<file path="src/sv/tcch_pkg.sv">
// shared types and constants of the text console character handler
package tcch_pkg;

  localparam int unsigned COLUMNS_DEF = 80;
  localparam int unsigned ROWS_DEF    = 25;

  localparam int unsigned ROW_W   = 5;
  localparam int unsigned COL_W   = 7;
  localparam int unsigned CHAR_W  = 8;
  localparam int unsigned CELL_W  = 16;
  localparam int unsigned PADDR_W = 3;
  localparam int unsigned PDATA_W = 32;

  localparam logic REG_ATTR_IDX = 1'b0;

  localparam logic [CHAR_W-1:0] RESET_ATTR = 8'h07;
  localparam logic [CHAR_W-1:0] BLANK_CHAR = 8'h20;

  localparam logic [CHAR_W-1:0] CHAR_BS  = 8'h08;
  localparam logic [CHAR_W-1:0] CHAR_TAB = 8'h09;
  localparam logic [CHAR_W-1:0] CHAR_LF  = 8'h0A;
  localparam logic [CHAR_W-1:0] CHAR_FF  = 8'h0C;
  localparam logic [CHAR_W-1:0] CHAR_CR  = 8'h0D;

  localparam int unsigned TAB_STEP = 8;

  typedef enum logic {
    CMD_PUT  = 1'b0,
    CMD_READ = 1'b1
  } cmd_e;

  typedef struct packed {
    logic wr_en;
    logic rd_en;
  } mem_ctl_t;

  typedef struct packed {
    logic [CELL_W-1:0] cell_val;
    logic [ROW_W-1:0]  row;
    logic [COL_W-1:0]  col;
  } result_t;

endpackage

</file>
<file path="src/sv/tcch_ctrl.sv">
// command sequencer: cursor, scroll base, blanking sweeps and cell accesses
module tcch_ctrl import tcch_pkg::*; #(
  parameter int unsigned COLUMNS = COLUMNS_DEF,
  parameter int unsigned ROWS    = ROWS_DEF,
  parameter int unsigned ADDR_W  = $clog2(COLUMNS * ROWS)
) (
  input  logic              clk_i,
  input  logic              rst_ni,
  input  logic              in_valid_i,
  output logic              in_stall_o,
  input  logic              command_i,
  input  logic [CHAR_W-1:0] char_code_i,
  input  logic [ROW_W-1:0]  read_row_i,
  input  logic [COL_W-1:0]  read_col_i,
  input  logic [CHAR_W-1:0] attr_i,
  input  logic              out_free_i,
  output logic              res_valid_o,
  output result_t           res_o,
  output mem_ctl_t          mem_ctl_o,
  output logic [ADDR_W-1:0] waddr_o,
  output logic [CELL_W-1:0] wdata_o,
  output logic [ADDR_W-1:0] raddr_o,
  input  logic [CELL_W-1:0] rdata_i
);

  localparam int unsigned CELLS = COLUMNS * ROWS;
  localparam int unsigned RW    = $clog2(ROWS);
  localparam int unsigned CW    = $clog2(COLUMNS);
  localparam int unsigned PW    = RW + 1;
  localparam int unsigned CX    = CW + 1;

  typedef enum logic [2:0] {
    S_SWEEP = 3'b001,
    S_IDLE  = 3'b010,
    S_EXEC  = 3'b100
  } state_e;

  function automatic logic [RW-1:0] phys_row(input logic [RW-1:0] lrow,
                                             input logic [RW-1:0] top);
    logic [PW-1:0] sum;
    sum = PW'(lrow) + PW'(top);
    if (sum >= PW'(ROWS)) begin
      sum = sum - PW'(ROWS);
    end
    return RW'(sum);
  endfunction

  function automatic logic [ADDR_W-1:0] cell_addr(input logic [RW-1:0] prow,
                                                  input logic [CW-1:0] col);
    return ADDR_W'(prow * COLUMNS) + ADDR_W'(col);
  endfunction

  state_e              state_q, state_d;
  cmd_e                cmd_q;
  logic [CHAR_W-1:0]   char_q;
  logic                rd_ok_q;
  logic [RW-1:0]       row_q, row_d;
  logic [CW-1:0]       col_q, col_d;
  logic [RW-1:0]       top_q, top_d;
  logic [ADDR_W-1:0]   cnt_q, cnt_d;
  logic [ADDR_W-1:0]   last_q, last_d;
  logic [ADDR_W-1:0]   base_q, base_d;
  logic [CELL_W-1:0]   blank_q, blank_d;

  logic                accept;
  logic                commit;
  logic                rd_in_range;
  logic [CW-1:0]       ncol;
  logic [PW-1:0]       nrow_x;
  logic [RW-1:0]       nrow;
  logic [CX-1:0]       col_x;
  logic [CX-1:0]       step_x;
  logic                put_wr;
  logic [CW-1:0]       put_col;
  logic [CHAR_W-1:0]   put_char;
  logic                clear;
  logic                scroll;

  assign in_stall_o  = (state_q != S_IDLE);
  assign accept      = in_valid_i && (state_q == S_IDLE);
  assign commit      = (state_q == S_EXEC) && out_free_i;
  assign rd_in_range = (32'(read_row_i) < ROWS) && (32'(read_col_i) < COLUMNS);
  assign raddr_o     = cell_addr(phys_row(RW'(read_row_i), top_q), CW'(read_col_i));

  // cursor update of a put
  always_comb begin
    ncol     = col_q;
    nrow_x   = PW'(row_q);
    put_wr   = 1'b0;
    put_col  = col_q;
    put_char = char_q;
    clear    = 1'b0;
    col_x    = CX'(col_q);
    step_x   = '0;
    case (char_q)
      CHAR_LF: begin
        ncol   = '0;
        nrow_x = nrow_x + 1'b1;
      end
      CHAR_BS: begin
        if (col_q != '0) begin
          ncol     = col_q - 1'b1;
          put_wr   = 1'b1;
          put_col  = col_q - 1'b1;
          put_char = BLANK_CHAR;
        end
      end
      CHAR_FF: begin
        clear = 1'b1;
      end
      CHAR_CR: begin
        ncol = '0;
      end
      CHAR_TAB: begin
        step_x = (col_x + CX'(TAB_STEP)) & ~CX'(TAB_STEP - 1);
        if (step_x >= CX'(COLUMNS)) begin
          ncol   = '0;
          nrow_x = nrow_x + 1'b1;
        end else begin
          ncol = CW'(step_x);
        end
      end
      default: begin
        put_wr = 1'b1;
        step_x = col_x + 1'b1;
        if (step_x >= CX'(COLUMNS)) begin
          ncol   = '0;
          nrow_x = nrow_x + 1'b1;
        end else begin
          ncol = CW'(step_x);
        end
      end
    endcase
    scroll = (nrow_x >= PW'(ROWS));
    nrow   = scroll ? RW'(ROWS - 1) : RW'(nrow_x);
  end

  // result of the item in flight
  always_comb begin
    res_valid_o = commit;
    if (cmd_q == CMD_READ) begin
      res_o.cell_val = rd_ok_q ? rdata_i : '0;
      res_o.row      = ROW_W'(row_q);
      res_o.col      = COL_W'(col_q);
    end else begin
      res_o.cell_val = '0;
      res_o.row      = clear ? '0 : ROW_W'(nrow);
      res_o.col      = clear ? '0 : COL_W'(ncol);
    end
  end

  // memory requests
  always_comb begin
    mem_ctl_o.rd_en = accept && (command_i == CMD_READ) && rd_in_range;
    if (state_q == S_SWEEP) begin
      mem_ctl_o.wr_en = 1'b1;
      waddr_o         = base_q + cnt_q;
      wdata_o         = blank_q;
    end else begin
      mem_ctl_o.wr_en = commit && (cmd_q == CMD_PUT) && put_wr;
      waddr_o         = cell_addr(phys_row(row_q, top_q), put_col);
      wdata_o         = {attr_i, put_char};
    end
  end

  always_comb begin
    state_d = state_q;
    row_d   = row_q;
    col_d   = col_q;
    top_d   = top_q;
    cnt_d   = cnt_q;
    last_d  = last_q;
    base_d  = base_q;
    blank_d = blank_q;
    case (state_q)
      S_SWEEP: begin
        cnt_d = cnt_q + 1'b1;
        if (cnt_q == last_q) begin
          state_d = S_IDLE;
        end
      end
      S_IDLE: begin
        if (accept) begin
          state_d = S_EXEC;
        end
      end
      S_EXEC: begin
        if (commit) begin
          state_d = S_IDLE;
          if (cmd_q == CMD_PUT) begin
            if (clear) begin
              state_d = S_SWEEP;
              row_d   = '0;
              col_d   = '0;
              cnt_d   = '0;
              base_d  = '0;
              last_d  = ADDR_W'(CELLS - 1);
              blank_d = {attr_i, BLANK_CHAR};
            end else begin
              row_d = nrow;
              col_d = ncol;
              if (scroll) begin
                state_d = S_SWEEP;
                cnt_d   = '0;
                base_d  = cell_addr(top_q, '0);
                last_d  = ADDR_W'(COLUMNS - 1);
                blank_d = {attr_i, BLANK_CHAR};
                top_d   = (top_q == RW'(ROWS - 1)) ? '0 : top_q + 1'b1;
              end
            end
          end
        end
      end
      default: begin
        state_d = S_IDLE;
      end
    endcase
  end

  always_ff @(posedge clk_i or negedge rst_ni) begin
    if (!rst_ni) begin
      state_q <= S_SWEEP;
      row_q   <= '0;
      col_q   <= '0;
      top_q   <= '0;
      cnt_q   <= '0;
      last_q  <= ADDR_W'(CELLS - 1);
      base_q  <= '0;
      blank_q <= {RESET_ATTR, BLANK_CHAR};
    end else begin
      state_q <= state_d;
      row_q   <= row_d;
      col_q   <= col_d;
      top_q   <= top_d;
      cnt_q   <= cnt_d;
      last_q  <= last_d;
      base_q  <= base_d;
      blank_q <= blank_d;
    end
  end

  always_ff @(posedge clk_i) begin
    if (accept) begin
      cmd_q   <= cmd_e'(command_i);
      char_q  <= char_code_i;
      rd_ok_q <= rd_in_range;
    end
  end

endmodule

</file>
<file path="config.mk">
export PLATFORM = sky130hd
export DESIGN_NAME = tcch_ctrl
export DESIGN_NICKNAME = d
export VERILOG_FILES = /design/src/sv/tcch_pkg.sv /design/src/sv/tcch_ctrl.sv
export SDC_FILE = /design/constraint.sdc
export NUM_CORES = 1
export LEC_CHECK = 0
export BUFFER_PORTS_ARGS = -buffer_cell sky130_fd_sc_hd__buf_2
export CORE_MARGIN = 5
export CORE_UTILIZATION = 50
export DETAILED_ROUTE_END_ITERATION = 8
export PLACE_DENSITY = 0.83
export REMOVE_ABC_BUFFERS = 1
export SLEW_MARGIN = 20
export SYNTH_ARGS = -nofsm -noshare
export SYNTH_HDL_FRONTEND = slang
export SYNTH_SLANG_ARGS = --single-unit
export TNS_END_PERCENT = 30
</file>
<file path="constraint.sdc">
create_clock -name clk_i -period 7.85 [get_ports clk_i]
set_input_delay 0.3925 -clock clk_i [delete_from_list [all_inputs] [get_ports clk_i]]
set_output_delay 0.3925 -clock clk_i [all_outputs]
set_load 0.01 [all_outputs]
</file>
==> results.py <==
metrics = {
    "clock_tree": {
        "cts_root_buffer": "clkbuf_8",
        "numCtsBuffers": 9,
        "cts.sinks": 57,
        "clockBufferDepth": 2,
        "hold_buffers": 0,
        "clock_latency_ns": 0.35,
        "clkTransAtPathRegs_ns": 0.07,
        "cts_resized": 0,
        "post_cts_buffers": 0,
        "tritoncts": "built",
        "h-tree-depth": 3,
    },
    "timing": {
        "fmax_mhz": 184,
        "worst_slack_ns": 2.42,
        "slew_violations": 0,
        "setup_viol": 0,
        "period_share_pct": 69.2,
        "hold_viol_final": 0,
        "grt_setup_unrepaired": "no",
        "relSlewSlack_pct": 30.7,
        "fin_skew_ns": 0.00805,
        "tns_ns": 0,
        "min_period_ns": 5.43,
        "tightest_slew_ns": 1.04,
    },
    "floorplanning": {
        "placement_rows": 38,
        "die_w_microns": 115,
        "dieArea_sq_um": 13300,
        "core-area_sq_um": 10800,
        "die_h_microns": 115,
        "start_util_pct": 51.2,
        "pin_count": 119,
    },
    "placement": {
        "dp_hpwl_mm": 10.5,
        "post-place-ws_ns": 2.80,
        "gp_congestion": 0.934,
        "port_buffers": 110,
    },
    "run_status": {
        "status": "completed",
    },
    "critical_path": {
        "timing.rr.start": "col_q[3]$_DFFE_PN0P_",
        "startpoint_type": "flip-flop",
        "cp_max_fo": 10,
        "cp_slowest_stage_delay_ns": 0.56,
        "crit_type": "reg -> out",
        "rrSetupSlack_ns": 4.47,
        "rr_worst_depth": 9,
        "cp_data_required_time_ns": 7.46,
        "cp_cell_sequence": "ha_1, inv_1, fa_1, ha_1, nand2_1, o2111ai_1, nand3_1, o21ai_0, ha_1, ha_1, fa_1, nand3_1, nor2_1, a311oi_1, o21ai_0, xnor2_1, a21oi_1, buf_2",
        "crit_path_frequent_cell": "ha_1",
        "arrival_ns": 5.04,
        "setup.worst_path.end_class": "output pin",
        "worstReg2RegEnd": "top_q[0]$_DFFE_PN0P_",
        "crit_path_top_delay_cell": "fa_1",
    },
    "yosys": {
        "synth.distinct_cells": 69,
        "synthCells": 665,
        "ys.flop_type": "dfrtp_1",
        "async_reset_ff_share_pct": 82.5,
        "synth-seq-cells": 57,
        "yosysWarnings": 0,
        "netlist_area_sq_um": 5550,
        "syn_area_per_cell_sq_um": 8.35,
        "synth-seq-area-share_pct": 26.7,
        "synth_edf_count": 10,
    },
    "layout": {
        "final_nets": 863,
        "drive_above_1_share_pct": 21.5,
        "area_delta_synth_final_pct": 14.4,
        "antenna_cells": 0,
        "final_util_pct": 58.6,
    },
    "power_and_ir_drop": {
        "p_per_area_nw_per_um2": 216,
        "p_leak_nw": 3.12,
        "total_power_mw": 1.37,
        "ir_drop_v": 0.000153,
    },
    "global_routing": {
        "antenna_found_initial": 0,
        "overflow": 0,
        "grt_max_degree": 48,
        "grt_pass1_vias": 4962,
        "grt_pass1_wl_mm": 23.5,
        "grt_util_all_layers_pct": 21.8,
    },
    "detailed_routing": {
        "viasPerCell": 5.89,
        "wire_per_inst_microns": 15.8,
        "route.detailed.drc": 0,
        "vias": 5291,
        "ant_nets": 0,
        "first_iter_violations": 330,
        "routed_wl_mm": 14.2,
        "drt_first_pass_iters": 5,
    },
    "min_path": {
        "hp-class": "in -> async",
    },
    "job": {
        "cap_viol_max_count": 0,
    },
}
[layout by cell type (no fill, tap or decap), types with 28 or more instances in the layout]
cell,netlist,final
nor2_1,44,44
inv_1,33,33
o21ai_0,34,34
dfrtp_1,42,42
a21oi_1,44,44
nand2_1,93,92
ha_1,53,53
buf_2,6,110
xnor2_1,28,28
[final cells by class]
cell class                 count  area [sq um]
fill                         983          4490
multi-input combinational    540          3760
sequential                    57          1480
timing repair buffer         113           573
tap                          140           175
clock buffer                  13           170
inverter                      33           124
clock inverter                 3          68.8
[worst max path at each step]
stage / startpoint / to / cells after the start
detailed placement: top_q[0]$_DFFE_PN0P_ / waddr_o[10] / 18
CTS: top_q[0]$_DFFE_PN0P_ / waddr_o[10] / 18
global route: top_q[0]$_DFFE_PN0P_ / waddr_o[10] / 18
floorplan: top_q[0]$_DFFE_PN0P_ / waddr_o[10] / 17
finish: top_q[0]$_DFFE_PN0P_ / waddr_o[10] / 18
global placement: top_q[0]$_DFFE_PN0P_ / waddr_o[10] / 18
[worst max-delay path: cells and delay by family, from the launching register on]
kind / cells / cell delay, ns
XOR/XNOR: 1 / 0.14
AO/OA/AOI/OAI: 5 / 1.29
flip-flops: 1 / 0.53
AND/OR/NAND/NOR: 4 / 0.47
buffers and inverters: 2 / 0.21
adder cells (fa/ha/maj): 6 / 2.04
[routing by layer]
metal	global-route usage [%]	share of wire [%]	vias up
li1	-	-	2565
met1	28.6	43	2482
met2	36.1	47	220
met3	4.68	8.6	24
met4	7.04	2.0	0
met5	0	0	-
[power breakdown]
part,internal (mW),total (mW),switching (mW)
clock,0.208,0.335,0.127
combinational,0.275,0.644,0.369
sequential,0.337,0.395,0.0580
total,0.821,1.37,0.554
[registers in the layout, indices dropped and copies added (netlist names)]
| name | cells |
|---|---|
| state_q | 3 |
| top_q | 5 |
| row_q | 5 |
| col_q | 7 |
| blank_q | 8 |
| cmd_q | 1 |
| cnt_q | 11 |
| char_q | 8 |
| rd_ok_q | 1 |
| last_q | 1 |
| base_q | 7 |
[cell families after synthesis]
family	synth area share, %
compound gates	20.1
xor+xnor	7.03
fa+ha+maj	14.5
buf+inv	5.61
flops	26.7
mux	3.52
simple gates	22.6
[through the flow]
stage	instance area [sq um]	hold WS (ns)	instances
6_report	6350	0.137	899
5_1_grt	6350	0.194	899
4_1_cts	6350	0.143	899
3_5_place_dp	6110	0.479	883
3_3_place_gp	6110	0.480	883
2_1_floorplan	5370	0.0969	630
[synthesized netlist by cell type (all sizes together) (15+ instances only)]
library cell | count | share of area, %
nand2 | 93 | 6.3
ha | 53 | 12
a21oi | 45 | 4.1
nor2 | 45 | 3.1
dfrtp | 42 | 19
o21ai | 35 | 3.2
inv | 33 | 2.2
xnor2 | 28 | 4.4
nand3 | 27 | 2.5
and3 | 26 | 2.9
clkbuf | 20 | 1.4
a21o | 15 | 2.0
a31oi | 15 | 2.0
buf | 15 | 2.0
Note: power is estimated with default switching activity, not from simulation.
